**src/hdl/serx_pkg.sv**
```systemverilog
// Package of the solid edge run extractor: widths, codes, segment type.
// Depends on nothing; used by the channel interfaces and the top level.
`timescale 1ns / 1ps

package serx_pkg;

   // Field widths of the channels
   localparam int LineW      = 8;
   localparam int TileCoordW = 9;
   localparam int CoordW     = 17;
   localparam int TileSizeW  = 9;
   localparam int CsrIndexW  = 2;
   localparam int CsrDataW   = 9;

   // Limits of the scan and of the tile size
   localparam int MaxLineCells = 256;
   localparam int MaxTileSize  = 256;

   // Reset values of the registers
   localparam logic [TileSizeW-1:0] TileSizeReset = 9'd16;

   typedef enum logic [CsrIndexW-1:0] {
      REG_SCAN_AXIS   = 2'd0,
      REG_TILE_WIDTH  = 2'd1,
      REG_TILE_HEIGHT = 2'd2
   } reg_index_type;

   typedef enum logic [1:0] {
      EDGE_LEFT   = 2'd0,
      EDGE_RIGHT  = 2'd1,
      EDGE_TOP    = 2'd2,
      EDGE_BOTTOM = 2'd3
   } edge_kind_type;

   // One segment in tile units, before scaling
   typedef struct packed {
      edge_kind_type         kind;
      logic [TileCoordW-1:0] x0;
      logic [TileCoordW-1:0] y0;
      logic [TileCoordW-1:0] x1;
      logic [TileCoordW-1:0] y1;
      logic                  last;
   } seg_type;

endpackage

```
**src/hdl/serx_if.sv**
```systemverilog
// Channel interfaces of the solid edge run extractor: cell input, segment output, registers.
// Depends on serx_pkg.
`timescale 1ns / 1ps

interface serx_req_if;
   logic                      valid;
   logic                      ready;
   logic [serx_pkg::LineW-1:0] line_index;
   logic [serx_pkg::LineW-1:0] cell_index;
   logic                      solid_first;
   logic                      solid_second;
   logic                      line_end;

   modport source (output valid, line_index, cell_index, solid_first, solid_second,
                   line_end, input ready);
   modport sink (input valid, line_index, cell_index, solid_first, solid_second,
                 line_end, output ready);
endinterface

interface serx_rsp_if;
   logic                        valid;
   logic                        ready;
   logic [serx_pkg::CoordW-1:0] start_x;
   logic [serx_pkg::CoordW-1:0] start_y;
   logic [serx_pkg::CoordW-1:0] end_x;
   logic [serx_pkg::CoordW-1:0] end_y;
   logic [1:0]                  edge_kind;
   logic                        last_of_item;

   modport source (output valid, start_x, start_y, end_x, end_y, edge_kind, last_of_item,
                   input ready);
   modport sink (input valid, start_x, start_y, end_x, end_y, edge_kind, last_of_item,
                 output ready);
endinterface

interface serx_csr_if;
   logic                           valid;
   logic                           ready;
   logic [serx_pkg::CsrIndexW-1:0] index;
   logic [serx_pkg::CsrDataW-1:0]  data;

   modport source (output valid, index, data, input ready);
   modport sink (input valid, index, data, output ready);
endinterface

```
**src/hdl/solid_edge_run_extractor.sv**
```systemverilog
// Solid edge run extractor: run tracking per solidity flag, segment scaling to pixels.
// Depends on serx_pkg and the channel interfaces in serx_if.sv.
//
// Usage:
//   req_ch carries one tile cell per item along the current grid line. Each
//   flag opens a run when set and closes it on the first clear cell; a cell
//   with line_end set flushes any open run, ending one cell past it.
//   rsp_ch carries wall segments in pixels; an item causes zero, one or two
//   segments (first flag before second), last_of_item marks the final one.
//   csr_ch writes scan_axis, tile_width, tile_height by index; it is always
//   ready; the user must write it only while the block is idle, which the block does not enforce.
// Path: a segment of an accepted item goes through the pending stage, then
//   the output register, before it shows on rsp_ch.
// Throughput: one item per cycle while rsp_ch is not stalled and items cause at
//   most one segment; an item with two segments holds the pending stage until
//   its second segment leaves, since the output register moves one segment per cycle.
// Reset: run state clears, registers return to column scan and 16x16 tiles,
//   no segment is pending.
// Stall: while rsp_ch is stalled the output register holds its segment, and a
//   new item is taken only if the pending stage is empty.
`timescale 1ns / 1ps

module solid_edge_run_extractor (
   input logic         clock,
   input logic         reset,
   serx_req_if.sink    req_ch,
   serx_rsp_if.source  rsp_ch,
   serx_csr_if.sink    csr_ch
);

   localparam int LineW = serx_pkg::LineW;
   localparam int TcW   = serx_pkg::TileCoordW;
   localparam int TsW   = serx_pkg::TileSizeW;
   localparam int CW    = serx_pkg::CoordW;

   // Configuration registers
   logic           scan_axis_ff;
   logic [TsW-1:0] tile_width_ff;
   logic [TsW-1:0] tile_height_ff;

   // Run tracker state
   logic             first_open_ff,  first_open_in;
   logic             second_open_ff, second_open_in;
   logic [LineW-1:0] first_start_ff,  first_start_in;
   logic [LineW-1:0] second_start_ff, second_start_in;

   // Pending segments of the last accepted item
   logic                  pend_v0_ff, pend_v0_in;
   logic                  pend_v1_ff, pend_v1_in;
   serx_pkg::seg_type     pend_s0_ff, pend_s0_in;
   serx_pkg::seg_type     pend_s1_ff, pend_s1_in;

   // Output register
   logic                    rsp_valid_ff, rsp_valid_in;
   logic [CW-1:0]           rsp_sx_ff, rsp_sy_ff, rsp_ex_ff, rsp_ey_ff;
   serx_pkg::edge_kind_type rsp_kind_ff;
   logic                    rsp_last_ff;

   logic req_take;
   logic out_move;

   // Build one segment in tile units from a run [s, e) on line ln
   function automatic serx_pkg::seg_type make_seg(input logic axis, input logic second,
                                                  input logic [LineW-1:0] ln,
                                                  input logic [LineW-1:0] s,
                                                  input logic [TcW-1:0] e);
      serx_pkg::seg_type seg;
      logic [TcW-1:0]    l0;
      logic [TcW-1:0]    l1;
      logic [TcW-1:0]    sw;
      l0 = {1'b0, ln};
      l1 = {1'b0, ln} + TcW'(1);
      sw = {1'b0, s};
      seg.last = 1'b1;
      if (!axis) begin
         if (!second) begin
            seg.kind = serx_pkg::EDGE_LEFT;
            seg.x0 = l0; seg.y0 = sw; seg.x1 = l0; seg.y1 = e;
         end else begin
            seg.kind = serx_pkg::EDGE_RIGHT;
            seg.x0 = l1; seg.y0 = e; seg.x1 = l1; seg.y1 = sw;
         end
      end else begin
         if (!second) begin
            seg.kind = serx_pkg::EDGE_TOP;
            seg.x0 = e; seg.y0 = l0; seg.x1 = sw; seg.y1 = l0;
         end else begin
            seg.kind = serx_pkg::EDGE_BOTTOM;
            seg.x0 = sw; seg.y0 = l1; seg.x1 = e; seg.y1 = l1;
         end
      end
      return seg;
   endfunction

   // Force a tile size into 1 .. MaxTileSize
   function automatic logic [TsW-1:0] clamp_tile(input logic [TsW-1:0] t);
      logic [TsW-1:0] r;
      if (t == '0) begin
         r = TsW'(1);
      end else if (32'(t) > serx_pkg::MaxTileSize) begin
         r = TsW'(serx_pkg::MaxTileSize);
      end else begin
         r = t;
      end
      return r;
   endfunction

   // Scale a tile coordinate to pixels, low bits only
   function automatic logic [CW-1:0] scale(input logic [TcW-1:0] c, input logic [TsW-1:0] t);
      logic [TcW+TsW-1:0] p;
      p = (TcW+TsW)'(c) * (TcW+TsW)'(t);
      return p[CW-1:0];
   endfunction

   // Handshakes
   assign out_move     = pend_v0_ff && (!rsp_valid_ff || rsp_ch.ready);
   assign req_ch.ready = !pend_v0_ff || (!pend_v1_ff && out_move);
   assign req_take     = req_ch.valid && req_ch.ready;
   assign csr_ch.ready = 1'b1;

   // Run tracking and segment selection for the incoming item
   logic [TcW-1:0]    flush_end;
   logic [TcW-1:0]    cell_end;
   logic              f1_end, f1_flush, f2_end, f2_flush, f1_emit, f2_emit;
   serx_pkg::seg_type seg_a, seg_b;

   always_comb begin
      cell_end = {1'b0, req_ch.cell_index};
      if (32'(req_ch.cell_index) + 1 > serx_pkg::MaxLineCells) begin
         flush_end = TcW'(serx_pkg::MaxLineCells);
      end else begin
         flush_end = cell_end + TcW'(1);
      end

      f1_end   = first_open_ff && !req_ch.solid_first;
      f1_flush = req_ch.line_end && (first_open_ff || req_ch.solid_first) && !f1_end;
      f2_end   = second_open_ff && !req_ch.solid_second;
      f2_flush = req_ch.line_end && (second_open_ff || req_ch.solid_second) && !f2_end;
      f1_emit  = f1_end || f1_flush;
      f2_emit  = f2_end || f2_flush;

      seg_a = make_seg(scan_axis_ff, 1'b0, req_ch.line_index,
                       first_open_ff ? first_start_ff : req_ch.cell_index,
                       f1_end ? cell_end : flush_end);
      seg_b = make_seg(scan_axis_ff, 1'b1, req_ch.line_index,
                       second_open_ff ? second_start_ff : req_ch.cell_index,
                       f2_end ? cell_end : flush_end);

      // Advance run state on an accepted item
      first_open_in   = first_open_ff;
      second_open_in  = second_open_ff;
      first_start_in  = first_start_ff;
      second_start_in = second_start_ff;
      if (req_take) begin
         first_open_in  = req_ch.solid_first && !req_ch.line_end;
         second_open_in = req_ch.solid_second && !req_ch.line_end;
         if (!first_open_ff && req_ch.solid_first) begin
            first_start_in = req_ch.cell_index;
         end
         if (!second_open_ff && req_ch.solid_second) begin
            second_start_in = req_ch.cell_index;
         end
      end
   end

   // Load, shift or hold the pending stage
   always_comb begin
      pend_v0_in = pend_v0_ff;
      pend_v1_in = pend_v1_ff;
      pend_s0_in = pend_s0_ff;
      pend_s1_in = pend_s1_ff;
      if (req_take) begin
         pend_v0_in      = f1_emit || f2_emit;
         pend_v1_in      = f1_emit && f2_emit;
         pend_s0_in      = f1_emit ? seg_a : seg_b;
         pend_s0_in.last = !(f1_emit && f2_emit);
         pend_s1_in      = seg_b;
      end else if (out_move) begin
         pend_v0_in = pend_v1_ff;
         pend_v1_in = 1'b0;
         pend_s0_in = pend_s1_ff;
      end
   end

   assign rsp_valid_in = out_move || (rsp_valid_ff && !rsp_ch.ready);

   // Control state
   always_ff @(posedge clock) begin
      if (reset) begin
         scan_axis_ff   <= 1'b0;
         tile_width_ff  <= serx_pkg::TileSizeReset;
         tile_height_ff <= serx_pkg::TileSizeReset;
         first_open_ff  <= 1'b0;
         second_open_ff <= 1'b0;
         pend_v0_ff     <= 1'b0;
         pend_v1_ff     <= 1'b0;
         rsp_valid_ff   <= 1'b0;
      end else begin
         if (csr_ch.valid) begin
            unique case (csr_ch.index)
               serx_pkg::REG_SCAN_AXIS:   scan_axis_ff   <= csr_ch.data[0];
               serx_pkg::REG_TILE_WIDTH:  tile_width_ff  <= csr_ch.data;
               serx_pkg::REG_TILE_HEIGHT: tile_height_ff <= csr_ch.data;
               default: ;
            endcase
         end
         first_open_ff  <= first_open_in;
         second_open_ff <= second_open_in;
         pend_v0_ff     <= pend_v0_in;
         pend_v1_ff     <= pend_v1_in;
         rsp_valid_ff   <= rsp_valid_in;
      end
   end

   // Payload: run starts, pending segments, scaled output segment
   always_ff @(posedge clock) begin
      first_start_ff  <= first_start_in;
      second_start_ff <= second_start_in;
      pend_s0_ff      <= pend_s0_in;
      pend_s1_ff      <= pend_s1_in;
      if (out_move) begin
         rsp_sx_ff   <= scale(pend_s0_ff.x0, clamp_tile(tile_width_ff));
         rsp_sy_ff   <= scale(pend_s0_ff.y0, clamp_tile(tile_height_ff));
         rsp_ex_ff   <= scale(pend_s0_ff.x1, clamp_tile(tile_width_ff));
         rsp_ey_ff   <= scale(pend_s0_ff.y1, clamp_tile(tile_height_ff));
         rsp_kind_ff <= pend_s0_ff.kind;
         rsp_last_ff <= pend_s0_ff.last;
      end
   end

   assign rsp_ch.valid        = rsp_valid_ff;
   assign rsp_ch.start_x      = rsp_sx_ff;
   assign rsp_ch.start_y      = rsp_sy_ff;
   assign rsp_ch.end_x        = rsp_ex_ff;
   assign rsp_ch.end_y        = rsp_ey_ff;
   assign rsp_ch.edge_kind    = rsp_kind_ff;
   assign rsp_ch.last_of_item = rsp_last_ff;

endmodule

```
**src/flat_wrapper.sv**
```systemverilog
// flat-port wrapper written by rule: the top's interface ports become plain ports
module solid_edge_run_extractor_flat 
  (clock, reset, req_ch_valid, req_ch_line_index, req_ch_cell_index, req_ch_solid_first, req_ch_solid_second, req_ch_line_end, req_ch_ready, rsp_ch_valid, rsp_ch_start_x, rsp_ch_start_y, rsp_ch_end_x, rsp_ch_end_y, rsp_ch_edge_kind, rsp_ch_last_of_item, rsp_ch_ready, csr_ch_valid, csr_ch_index, csr_ch_data, csr_ch_ready);
  serx_req_if req_ch_i ();
  serx_rsp_if rsp_ch_i ();
  serx_csr_if csr_ch_i ();
  input logic clock;
  input logic reset;
  input wire logic [$bits(req_ch_i.valid)-1:0] req_ch_valid;
  input wire logic [$bits(req_ch_i.line_index)-1:0] req_ch_line_index;
  input wire logic [$bits(req_ch_i.cell_index)-1:0] req_ch_cell_index;
  input wire logic [$bits(req_ch_i.solid_first)-1:0] req_ch_solid_first;
  input wire logic [$bits(req_ch_i.solid_second)-1:0] req_ch_solid_second;
  input wire logic [$bits(req_ch_i.line_end)-1:0] req_ch_line_end;
  output wire logic [$bits(req_ch_i.ready)-1:0] req_ch_ready;
  output wire logic [$bits(rsp_ch_i.valid)-1:0] rsp_ch_valid;
  output wire logic [$bits(rsp_ch_i.start_x)-1:0] rsp_ch_start_x;
  output wire logic [$bits(rsp_ch_i.start_y)-1:0] rsp_ch_start_y;
  output wire logic [$bits(rsp_ch_i.end_x)-1:0] rsp_ch_end_x;
  output wire logic [$bits(rsp_ch_i.end_y)-1:0] rsp_ch_end_y;
  output wire logic [$bits(rsp_ch_i.edge_kind)-1:0] rsp_ch_edge_kind;
  output wire logic [$bits(rsp_ch_i.last_of_item)-1:0] rsp_ch_last_of_item;
  input wire logic [$bits(rsp_ch_i.ready)-1:0] rsp_ch_ready;
  input wire logic [$bits(csr_ch_i.valid)-1:0] csr_ch_valid;
  input wire logic [$bits(csr_ch_i.index)-1:0] csr_ch_index;
  input wire logic [$bits(csr_ch_i.data)-1:0] csr_ch_data;
  output wire logic [$bits(csr_ch_i.ready)-1:0] csr_ch_ready;
  assign req_ch_i.valid = req_ch_valid;
  assign req_ch_i.line_index = req_ch_line_index;
  assign req_ch_i.cell_index = req_ch_cell_index;
  assign req_ch_i.solid_first = req_ch_solid_first;
  assign req_ch_i.solid_second = req_ch_solid_second;
  assign req_ch_i.line_end = req_ch_line_end;
  assign req_ch_ready = req_ch_i.ready;
  assign rsp_ch_valid = rsp_ch_i.valid;
  assign rsp_ch_start_x = rsp_ch_i.start_x;
  assign rsp_ch_start_y = rsp_ch_i.start_y;
  assign rsp_ch_end_x = rsp_ch_i.end_x;
  assign rsp_ch_end_y = rsp_ch_i.end_y;
  assign rsp_ch_edge_kind = rsp_ch_i.edge_kind;
  assign rsp_ch_last_of_item = rsp_ch_i.last_of_item;
  assign rsp_ch_i.ready = rsp_ch_ready;
  assign csr_ch_i.valid = csr_ch_valid;
  assign csr_ch_i.index = csr_ch_index;
  assign csr_ch_i.data = csr_ch_data;
  assign csr_ch_ready = csr_ch_i.ready;
  solid_edge_run_extractor u_core (.clock(clock), .reset(reset), .req_ch(req_ch_i), .rsp_ch(rsp_ch_i), .csr_ch(csr_ch_i));
endmodule
```
**config.mk**
```make
export PLATFORM = sky130hd
export DESIGN_NAME = solid_edge_run_extractor_flat
export DESIGN_NICKNAME = d
export VERILOG_FILES = /design/src/hdl/serx_pkg.sv /design/src/hdl/serx_if.sv /design/src/hdl/solid_edge_run_extractor.sv /design/src/flat_wrapper.sv
export SDC_FILE = /design/constraint.sdc
export NUM_CORES = 1
export LEC_CHECK = 0
export BUFFER_PORTS_ARGS = -buffer_cell sky130_fd_sc_hd__buf_2
export CORE_ASPECT_RATIO = 1.5
export CORE_UTILIZATION = 35
export DETAILED_ROUTE_END_ITERATION = 12
export PLACE_DENSITY = 0.51
export SETUP_SLACK_MARGIN = 0.3
export SKIP_CTS_REPAIR_TIMING = 1
export SLEW_MARGIN = 0
export SYNTH_ARGS = -nofsm -noshare
export SYNTH_HDL_FRONTEND = slang
export SYNTH_SLANG_ARGS = --single-unit
export TNS_END_PERCENT = 30
```
**constraint.sdc**
```tcl
create_clock -name clock -period 5.2 [get_ports clock]
set_input_delay 0.78 -clock clock [delete_from_list [all_inputs] [get_ports clock]]
set_output_delay 0.78 -clock clock [all_outputs]
set_load 0.005 [all_outputs]
```
==> impl_metrics.toml, run 1 <==
[status]
outcome = "complete, no violations"

[drt]
drt-vias-per-instance = 4.82
antenna_left = 0
drtIter0Drc = 486
totalWireLength_um = 43100
route.detailed.drc = 0
vias = 12800
wire_per_inst_um = 16.2
drtPass1Iterations = 5

[cells_and_area]
fillers = 4957
nNetsFinal = 2359
multi_input_area_sq_um = 11800
layout-drive-gt1-share = 0.168
regArea_sq_um = 5390
mostFrequentLayoutCell = "inv_1"
syn_to_final_growth_pct = 16.1
final_cell_mix = "291 x inv_1, 211 x nand2_1, 190 x fa_1, 177 x and2_1, 163 x edfxtp_1"

[worst_setup_path]
rr_worst_depth = 20
worstPathArrival_ns = 4.97
start_kind = "flip-flop"
cp-startpoint = "u_core.tile_width_ff[5]"
crit_required_ns = 5.40
critical_path_class = "reg -> reg"
cp-end-kind = "flip-flop"
crit_fanout = 5
max_stage_delay_ns = 0.50
crit_slowest_cell = "fa_1"
path_cells = "nor4_4 -> a21oi_2 -> nor2_4 -> buf_12 -> buf_8 -> nand2_1 -> fa_1 -> inv_1 -> fa_1 -> ha_1 -> inv_1 -> fa_1 -> inv_1 -> ha_4 -> nor2b_2 -> o31a_1 -> nand2b_4 -> a221o_1 -> a31oi_1 -> xnor2_1"
worstReg2RegStart = "u_core.tile_width_ff[5]"

[clock_tree]
cts_root_buffer = "clkbuf_16"
clk_latency_ns = 0.46
cts_buffers = 17
cts-htree-levels = 4
clk_pin_slew_ns = 0.08
clk_path_buf_depth = 2
cts_tree = "done"
cts_sinks = 187

[power_and_ir_drop]
p_int_mw = 3.28
p_sw_frac = 0.328
power_density_nw_per_um2 = 231
pwr-share-seq = 0.390
leakage_nw = 9.78
p_comb_frac = 0.303
p_sw_mw = 1.60
clockPowerShare = 0.307
ir_drop_uv = 261

[synthesis]
ys_seq_area_frac = 0.296
ys_ff_latch = 187
avgSynthCellArea_sq_um = 9.76
async_flop_share = 0
syn_area_sq_um = 18200
ys_warn_count = 0
synth_edf_count = 163
postSynthCellCount = 1860
synth_cell_type_count = 73
synthFlopType = "edfxtp_1"
synthesis.nets = 2237

[run]
cap_violations = 0

[min_path]
hold_path.startpoint = "u_core.pend_s0_ff[38]"
hold_path_class = "reg -> reg"
holdPathStages = 0

[timing]
finalSetupViolCount = 0
fin_crit_sh = 0.917
timing.fmax_ghz = 0.210
rsz0062_at_grt = "yes"
holdWs_ns = 0.423
layout_min_cycle_time_ns = 4.77
hold_viol = 0
tns_ns = 0
drv_slew = 0
fin_worst_skew_ns = 0.0154
worst_pin_slew_ns = 0.950
maxSlewHeadroom = 0.367

[placement]
place.gp.congestion = 0.838
port_buffers = 107
hpwlAfterDp_um = 33700

[floorplanning]
dieArea_sq_um = 52800
num_io_pins = 109
fp.dieH_um = 281
die_width_um = 188
core.rowCount = 101
initial_utilization = 0.356
core-area_sq_um = 50900

[grt]
grt_max_degree = 68
grt_usage = 0.170
grt_pass1_vias = 13500
grt_overflow = 0
antenna_found_initial = 2
grt_pass1_wl_um = 70300
worst max-delay path, delay by kind of cell, from the launching register on:
family | cells | cell delay, ns
AND/OR/NAND/NOR | 5 | 0.81
flip-flops | 1 | 0.34
adder cells (fa/ha/maj) | 5 | 1.91
XOR/XNOR | 1 | 0.10
AO/OA/AOI/OAI | 4 | 0.98
buffers and inverters | 5 | 0.38
area by class of cell:
| type | instances | area share |
|---|---|---|
| clock inverters | 13 | 0.0105 |
| diodes | 1 | 0.000119 |
| multi-input cells | 1288 | 0.558 |
| clock buffers | 19 | 0.0205 |
| inverters | 303 | 0.0540 |
| well taps | 669 | 0.0397 |
| repair buffers | 185 | 0.0608 |
| flip-flops and latches | 187 | 0.256 |
metrics by stage:
step	setup slack, ns	util	std cells	total power [mW]	cell area, sq um
2_1_floorplan	0.301	-	1860	2.85	18200
5_1_grt	0.219	0.414	2665	5.21	21100
3_3_place_gp	0.00608	0.386	2605	3.28	19700
6_report	0.430	0.414	2665	4.88	21100
4_1_cts	-0.0496	0.399	2637	4.81	20300
3_5_place_dp	-0.00305	0.386	2605	3.29	19700
path summary, 6_finish.rpt:
check                          endpoint  slack (ns)
min          u_core.rsp_ch.edge_kind[1]        0.42
max reg2reg   u_core.rsp_ch.start_x[16]        0.43
min reg2reg  u_core.rsp_ch.edge_kind[1]        0.42
max           u_core.rsp_ch.start_x[16]        0.43
metal layers:
metal  GRT usage  wire (um)  vias up  part of all wire
li1            -          -     6236                 -
met1       0.198      18000     6348              0.42
met2       0.318      22900      201              0.53
met3      0.0181        966       50             0.022
met4      0.0619       1150        2             0.027
met5           0         11        -           0.00026
power by group through the flow:
| stage | clock (mW) | combinational, mW | sequential (mW) |
|---|---|---|---|
| floorplan | 0 | 0.980 | 1.87 |
| global placement | 0 | 1.34 | 1.93 |
| detailed placement | 0 | 1.35 | 1.93 |
| CTS | 1.54 | 1.37 | 1.90 |
| global route | 1.59 | 1.70 | 1.92 |
| finish | 1.50 | 1.48 | 1.90 |
cells in the mapped netlist, types with 6 or more instances:
| cell type | n | area [sq um] |
|---|---|---|
| nor2_1 | 94 | 353 |
| edfxtp_1 | 163 | 4890 |
| xor2_1 | 14 | 123 |
| clkbuf_1 | 50 | 188 |
| xnor2_1 | 58 | 508 |
| a21o_1 | 12 | 90.1 |
| mux2i_1 | 36 | 360 |
| o21ai_0 | 55 | 275 |
| nand2_1 | 220 | 826 |
| o211ai_1 | 8 | 60.1 |
| buf_2 | 9 | 45.0 |
| inv_1 | 303 | 1140 |
| a21boi_0 | 6 | 45.0 |
| mux2_2 | 8 | 90.1 |
| buf_1 | 18 | 67.6 |
| a31oi_1 | 14 | 87.6 |
| o21a_1 | 10 | 75.1 |
| fa_1 | 196 | 3920 |
| and2_1 | 177 | 1110 |
| nand2b_1 | 18 | 113 |
| nor2b_1 | 25 | 156 |
| a21oi_1 | 62 | 310 |
| ha_1 | 146 | 1830 |
| nand3_1 | 15 | 75.1 |
| nor4_1 | 6 | 37.5 |
| nor3_1 | 14 | 70.1 |
| a211oi_1 | 7 | 52.6 |
| a2111oi_0 | 7 | 61.3 |
| dfxtp_1 | 24 | 480 |
sequential cells by signal, indices dropped and copies added, names as in the netlist, 2 cells and up:
register / cells
u_core.second_start_ff: 8
u_core.tile_width_ff: 9
u_core.tile_height_ff: 9
u_core.pend_s1_ff: 37
u_core.rsp_ch.edge_kind: 2
u_core.rsp_ch.start_y: 17
u_core.pend_s0_ff: 39
u_core.rsp_ch.start_x: 17
u_core.rsp_ch.end_y: 17
u_core.first_start_ff: 8
u_core.rsp_ch.end_x: 17
logic make-up after synthesis:
| logic type | synth area share |
|---|---|
| AND/OR/NAND/NOR | 0.165 |
| buffers and inverters | 0.0822 |
| adder cells (fa/ha/maj) | 0.317 |
| AO/OA/AOI/OAI | 0.0804 |
| flip-flops | 0.296 |
| XOR/XNOR | 0.0347 |
| multiplexers | 0.0248 |
| other | 0.000207 |
Note: power is estimated with default switching activity, not from simulation.
==> inputs of run 2 (changes only) <==
--- a/config.mk
+++ b/config.mk
@@ -9,7 +9,7 @@
 export CORE_ASPECT_RATIO = 1.5
 export CORE_UTILIZATION = 35
 export DETAILED_ROUTE_END_ITERATION = 12
-export PLACE_DENSITY = 0.51
+export PLACE_DENSITY = 0.64
 export SETUP_SLACK_MARGIN = 0.3
 export SKIP_CTS_REPAIR_TIMING = 1
 export SLEW_MARGIN = 0
==> impl_metrics.toml, run 2 (synthesis gave the netlist of run 1 again) <==
[timing]
maxSlewHeadroom = 0.334
fin_crit_sh = 0.948
drv_slew = 0
timing.fmax_ghz = 0.203
layout_min_cycle_time_ns = 4.93
rsz0062_at_grt = "yes"
finalSetupViolCount = 0
fin_ws_ns = 0.269
fin_worst_skew_ns = 0.0177
hold_viol = 0
worst_pin_slew_ns = 0.998
tns_ns = 0

[placement]
place.gp.congestion = 0.879
dp_slack_ns = -0.0392
placedCellCount = 2599
hpwlAfterDp_um = 32900
port_buffers = 107

[drt]
vias = 13100
drtIter0Drc = 604
wire_per_inst_um = 16.0
drtPass1Iterations = 5
route.detailed.drc = 0
drt-vias-per-instance = 4.92
antenna_left = 0
totalWireLength_um = 42400

[floorplanning]
num_io_pins = 109
die_width_um = 188
core-area_sq_um = 50900
initial_utilization = 0.356
core.rowCount = 101
dieArea_sq_um = 52800
fp.dieH_um = 281

[min_path]
holdPathStages = 0
hold_path.startpoint = "u_core.pend_s0_ff[38]"
hold_path_class = "reg -> reg"
min_to = "u_core.rsp_ch.edge_kind[1]"

[cells_and_area]
syn_to_final_growth_pct = 15.4
layout-drive-gt1-share = 0.161
reg.largest.list = "u_core.pend_s0_ff: 39 flops, u_core.pend_s1_ff: 37 flops"
final_cell_mix = "290 x inv_1, 214 x nand2_1, 189 x fa_1, 177 x and2_1, 163 x edfxtp_1"
n_antenna_cell = 0
largest_register_ff_count = 39
mostFrequentLayoutCell = "inv_1"
top_register = "u_core.pend_s0_ff"
fin_cells = 2655
nNetsFinal = 2350

[grt]
grt_usage = 0.164
grt_max_degree = 63
antenna_found_initial = 1
grt_overflow = 0
grt_pass1_vias = 13700
grt_pass1_wl_um = 68400

[clock_tree]
cts_tree = "done"
cts_sinks = 187
cts_buffers = 17
clk_path_buf_depth = 2
clk_latency_ns = 0.47
cts-htree-levels = 4
cts_root_buffer = "clkbuf_16"
clk_pin_slew_ns = 0.07

[worst_setup_path]
cp-end-kind = "flip-flop"
worstReg2RegEnd = "u_core.rsp_ch.start_x[16]"
rr_worst_depth = 18
start_kind = "flip-flop"
crit_fanout = 5
worst-r2r-setup-slack_ns = 0.27
worstReg2RegStart = "u_core.tile_width_ff[7]"
crit_required_ns = 5.41
worstPathArrival_ns = 5.14
critical_path_class = "reg -> reg"

[run]
cap_violations = 0

[power_and_ir_drop]
power_density_nw_per_um2 = 229
leakage_nw = 9.70
power_mw = 4.79
ir_drop_uv = 214

[status]
outcome = "complete, no violations"
run 2: worst max-delay path, cell delays in order (launching register included):
cell	delay [ns]
dfxtp_2	0.35
nor4_4	0.30
a21oi_2	0.11
nor2_4	0.19
buf_12	0.14
nand2_2	0.06
fa_1	0.43
inv_1	0.09
fa_1	0.42
fa_1	0.57
inv_1	0.05
fa_1	0.47
inv_1	0.04
ha_2	0.21
a2111oi_2	0.51
nand2b_4	0.08
a221o_1	0.36
a31oi_1	0.19
xnor2_1	0.09
run 2: per-stage QoR:
stage / cell area [sq um] / utilization / hold WS, ns
final: 20900 / 0.411 / 0.435
after global routing: 20900 / 0.411 / 0.446
after CTS: 20200 / 0.398 / 0.433
after detailed placement: 19600 / 0.385 / 0.410
after global placement: 19600 / 0.385 / 0.410
after floorplan: 18200 / - / 0.400
run 2: area by class of cell:
cell class | instances | area (sq um)
inverter | 303 | 1140
clock inverter | 15 | 204
timing repair buffer | 177 | 1210
clock buffer | 17 | 425
multi-input combinational | 1287 | 11700
sequential | 187 | 5390
fill | 4852 | 30000
tap | 669 | 837
run 2: power by group:
part           switching [mW]  leakage [nW]  internal (mW)  total (mW)
sequential              0.111          1.77           1.79        1.90
clock                   0.690         0.301          0.739        1.43
combinational           0.816          7.63          0.642        1.46
run 2: per-layer routing:
layer,GRT usage,part of all wire,vias up
li1,-,-,6214
met1,0.189,0.41,6463
met2,0.303,0.53,299
met3,0.0244,0.036,74
met4,0.0625,0.026,2
met5,0,0.00031,-
run 2: worst max path at each step:
stage / startpoint / slack, ns / cells past startpoint / end
finish: u_core.tile_width_ff[7] / 0.27 / 18 / u_core.rsp_ch.start_x[16]
global route: u_core.tile_height_ff[7] / 0.08 / 20 / u_core.rsp_ch.start_y[16]
CTS: u_core.tile_width_ff[4] / -0.08 / 17 / u_core.rsp_ch.start_x[15]
detailed placement: u_core.tile_width_ff[4] / -0.04 / 17 / u_core.rsp_ch.start_x[15]
global placement: u_core.tile_height_ff[4] / 0.11 / 18 / u_core.rsp_ch.end_y[16]
floorplan: u_core.tile_width_ff[8] / 0.30 / 18 / u_core.rsp_ch.start_x[15]
==> inputs of run 3 (changes only) <==
--- a/config.mk
+++ b/config.mk
@@ -9,6 +9,7 @@
 export CORE_ASPECT_RATIO = 1.5
 export CORE_UTILIZATION = 35
 export DETAILED_ROUTE_END_ITERATION = 12
+export GPL_ROUTABILITY_DRIVEN = 0
 export PLACE_DENSITY = 0.64
 export SETUP_SLACK_MARGIN = 0.3
 export SKIP_CTS_REPAIR_TIMING = 1
==> constraint.sdc (replaced) <==
create_clock -name clock -period 5.2 [get_ports clock]
set_input_delay 0.52 -clock clock [delete_from_list [all_inputs] [get_ports clock]]
set_output_delay 0.52 -clock clock [all_outputs]
set_load 0.005 [all_outputs]
==> impl_metrics.toml, run 3 (synthesis gave the netlist of run 1 again) <==
[status]
outcome = "complete, no violations"

[grt]
grt_usage = 0.163
grt_overflow = 0
grt_max_degree = 63
antenna_found_initial = 1
grt_pass1_vias = 13900
grt_pass1_wl_um = 68600

[timing]
layout_min_cycle_time_ns = 4.89
hold_viol = 0
tns_ns = 0
drv_slew = 0
fin_crit_sh = 0.940
fin_worst_skew_ns = 0.0122
maxSlewHeadroom = 0.321
timing.fmax_ghz = 0.204
worst_pin_slew_ns = 0.997
finalSetupViolCount = 0
rsz0062_at_grt = "yes"

[clock_tree]
clk_path_buf_depth = 2
clk_latency_ns = 0.46
cts-htree-levels = 4
clk_pin_slew_ns = 0.07
cts_tree = "done"
cts_sinks = 187
cts_root_buffer = "clkbuf_16"
cts_buffers = 17

[power_and_ir_drop]
ir_drop_uv = 204
power_density_nw_per_um2 = 223
leakage_nw = 9.65
power_mw = 4.63

[drt]
totalWireLength_um = 41400
drtIter0Drc = 718
drtPass1Iterations = 5
wire_per_inst_um = 15.6
route.detailed.drc = 0
vias = 13000
drt-vias-per-instance = 4.89
antenna_left = 0

[run]
cap_violations = 0

[floorplanning]
core.rowCount = 101
fp.dieH_um = 281
initial_utilization = 0.356
die_width_um = 188
dieArea_sq_um = 52800
core-area_sq_um = 50900
num_io_pins = 109

[worst_setup_path]
path_common_cell = "fa_1"
crit_slowest_cell = "fa_1"
crit_fanout = 5
cp-end-kind = "flip-flop"
cp_top_family = "adder cells"
max_stage_delay_ns = 0.55
critical_path_class = "reg -> reg"
cp_num_buf_inv = 5
cp-startpoint = "u_core.tile_width_ff[7]"
crit_required_ns = 5.40
worstPathArrival_ns = 5.09
path_cells = "nor4_4 -> a21oi_2 -> nor2_4 -> buf_4 -> nand2_2 -> fa_1 -> inv_1 -> fa_1 -> fa_1 -> inv_1 -> fa_1 -> inv_1 -> ha_2 -> a2111oi_2 -> nand2b_4 -> a221o_1 -> buf_4 -> xor2_1"
worstReg2RegStart = "u_core.tile_width_ff[7]"
start_kind = "flip-flop"

[cells_and_area]
final_cell_mix = "291 x inv_1, 212 x nand2_1, 190 x fa_1, 177 x and2_1, 163 x edfxtp_1"
largest_register_ff_count = 39
nNetsFinal = 2347
top_register = "u_core.pend_s0_ff"
n_antenna_cell = 0
syn_to_final_growth_pct = 14.2
mostFrequentLayoutCell = "inv_1"
layout-drive-gt1-share = 0.159
reg.largest.list = "u_core.pend_s0_ff: 39 flops, u_core.pend_s1_ff: 37 flops"

[min_path]
hold_path.startpoint = "csr_ch_data[7]"
hold_path_class = "in -> reg"

[placement]
port_buffers = 107
hpwlAfterDp_um = 32700
[run 3: cell count changes in the layout (fill, tap and decap cells not counted), sizes merged]
| cell | change |
|---|---|
| bufinv | -2 |
| clkinv | -2 |
| buf | -3 |
| clkbuf | +3 |
| clkinvlp | -2 |
| inv | +3 |
[run 3: power breakdown]
part,internal (mW),switching [mW]
clock,0.656,0.631
combinational,0.634,0.809
sequential,1.79,0.111
[run 3: worst reg2reg max path: cells and delay by family, from the launching register on]
kind            cells  cell delay (ns)
compound gates      3             1.00
xor+xnor            1             0.13
fa+ha+maj           5             2.10
buf+inv             5             0.48
flops               1             0.36
simple gates        4             0.58
[run 3: through the flow]
step | cells | hold slack (ns) | area [sq um] | utilization | worst slack [ns]
CTS | 2628 | 0.313 | 20100 | 0.395 | 0.00772
global route | 2652 | 0.343 | 20700 | 0.407 | 0.0537
global placement | 2596 | 0.404 | 19600 | 0.384 | 0.163
finish | 2652 | 0.330 | 20700 | 0.407 | 0.309
detailed placement | 2596 | 0.406 | 19600 | 0.384 | 0.0309
floorplan | 1860 | 0.400 | 18200 | - | 0.301
[run 3: cell type report]
| class | instances | area, sq um |
|---|---|---|
| multi-input combinational | 1287 | 11700 |
| sequential | 187 | 5390 |
| timing repair buffer | 174 | 1110 |
| inverter | 303 | 1140 |
| clock buffer | 20 | 458 |
| tap | 669 | 837 |
| clock inverter | 12 | 100 |
| fill | 4851 | 30200 |
[run 3: worst paths after layout]
check,to,slack [ns],cells past startpoint
min,u_core.tile_width_ff[7],0.33,3
max,u_core.rsp_ch.start_x[14],0.31,18
min reg2reg,u_core.rsp_ch.edge_kind[0],0.42,0
max reg2reg,u_core.rsp_ch.start_x[14],0.31,18
[run 3: routing by layer]
metal | vias to the layer above | track usage | routed length [um]
met3 | 73 | 0.0262 | 1490
met2 | 297 | 0.294 | 21400
li1 | 6206 | - | -
met4 | 2 | 0.0694 | 1280
met5 | - | 0 | 12
met1 | 6389 | 0.189 | 17200
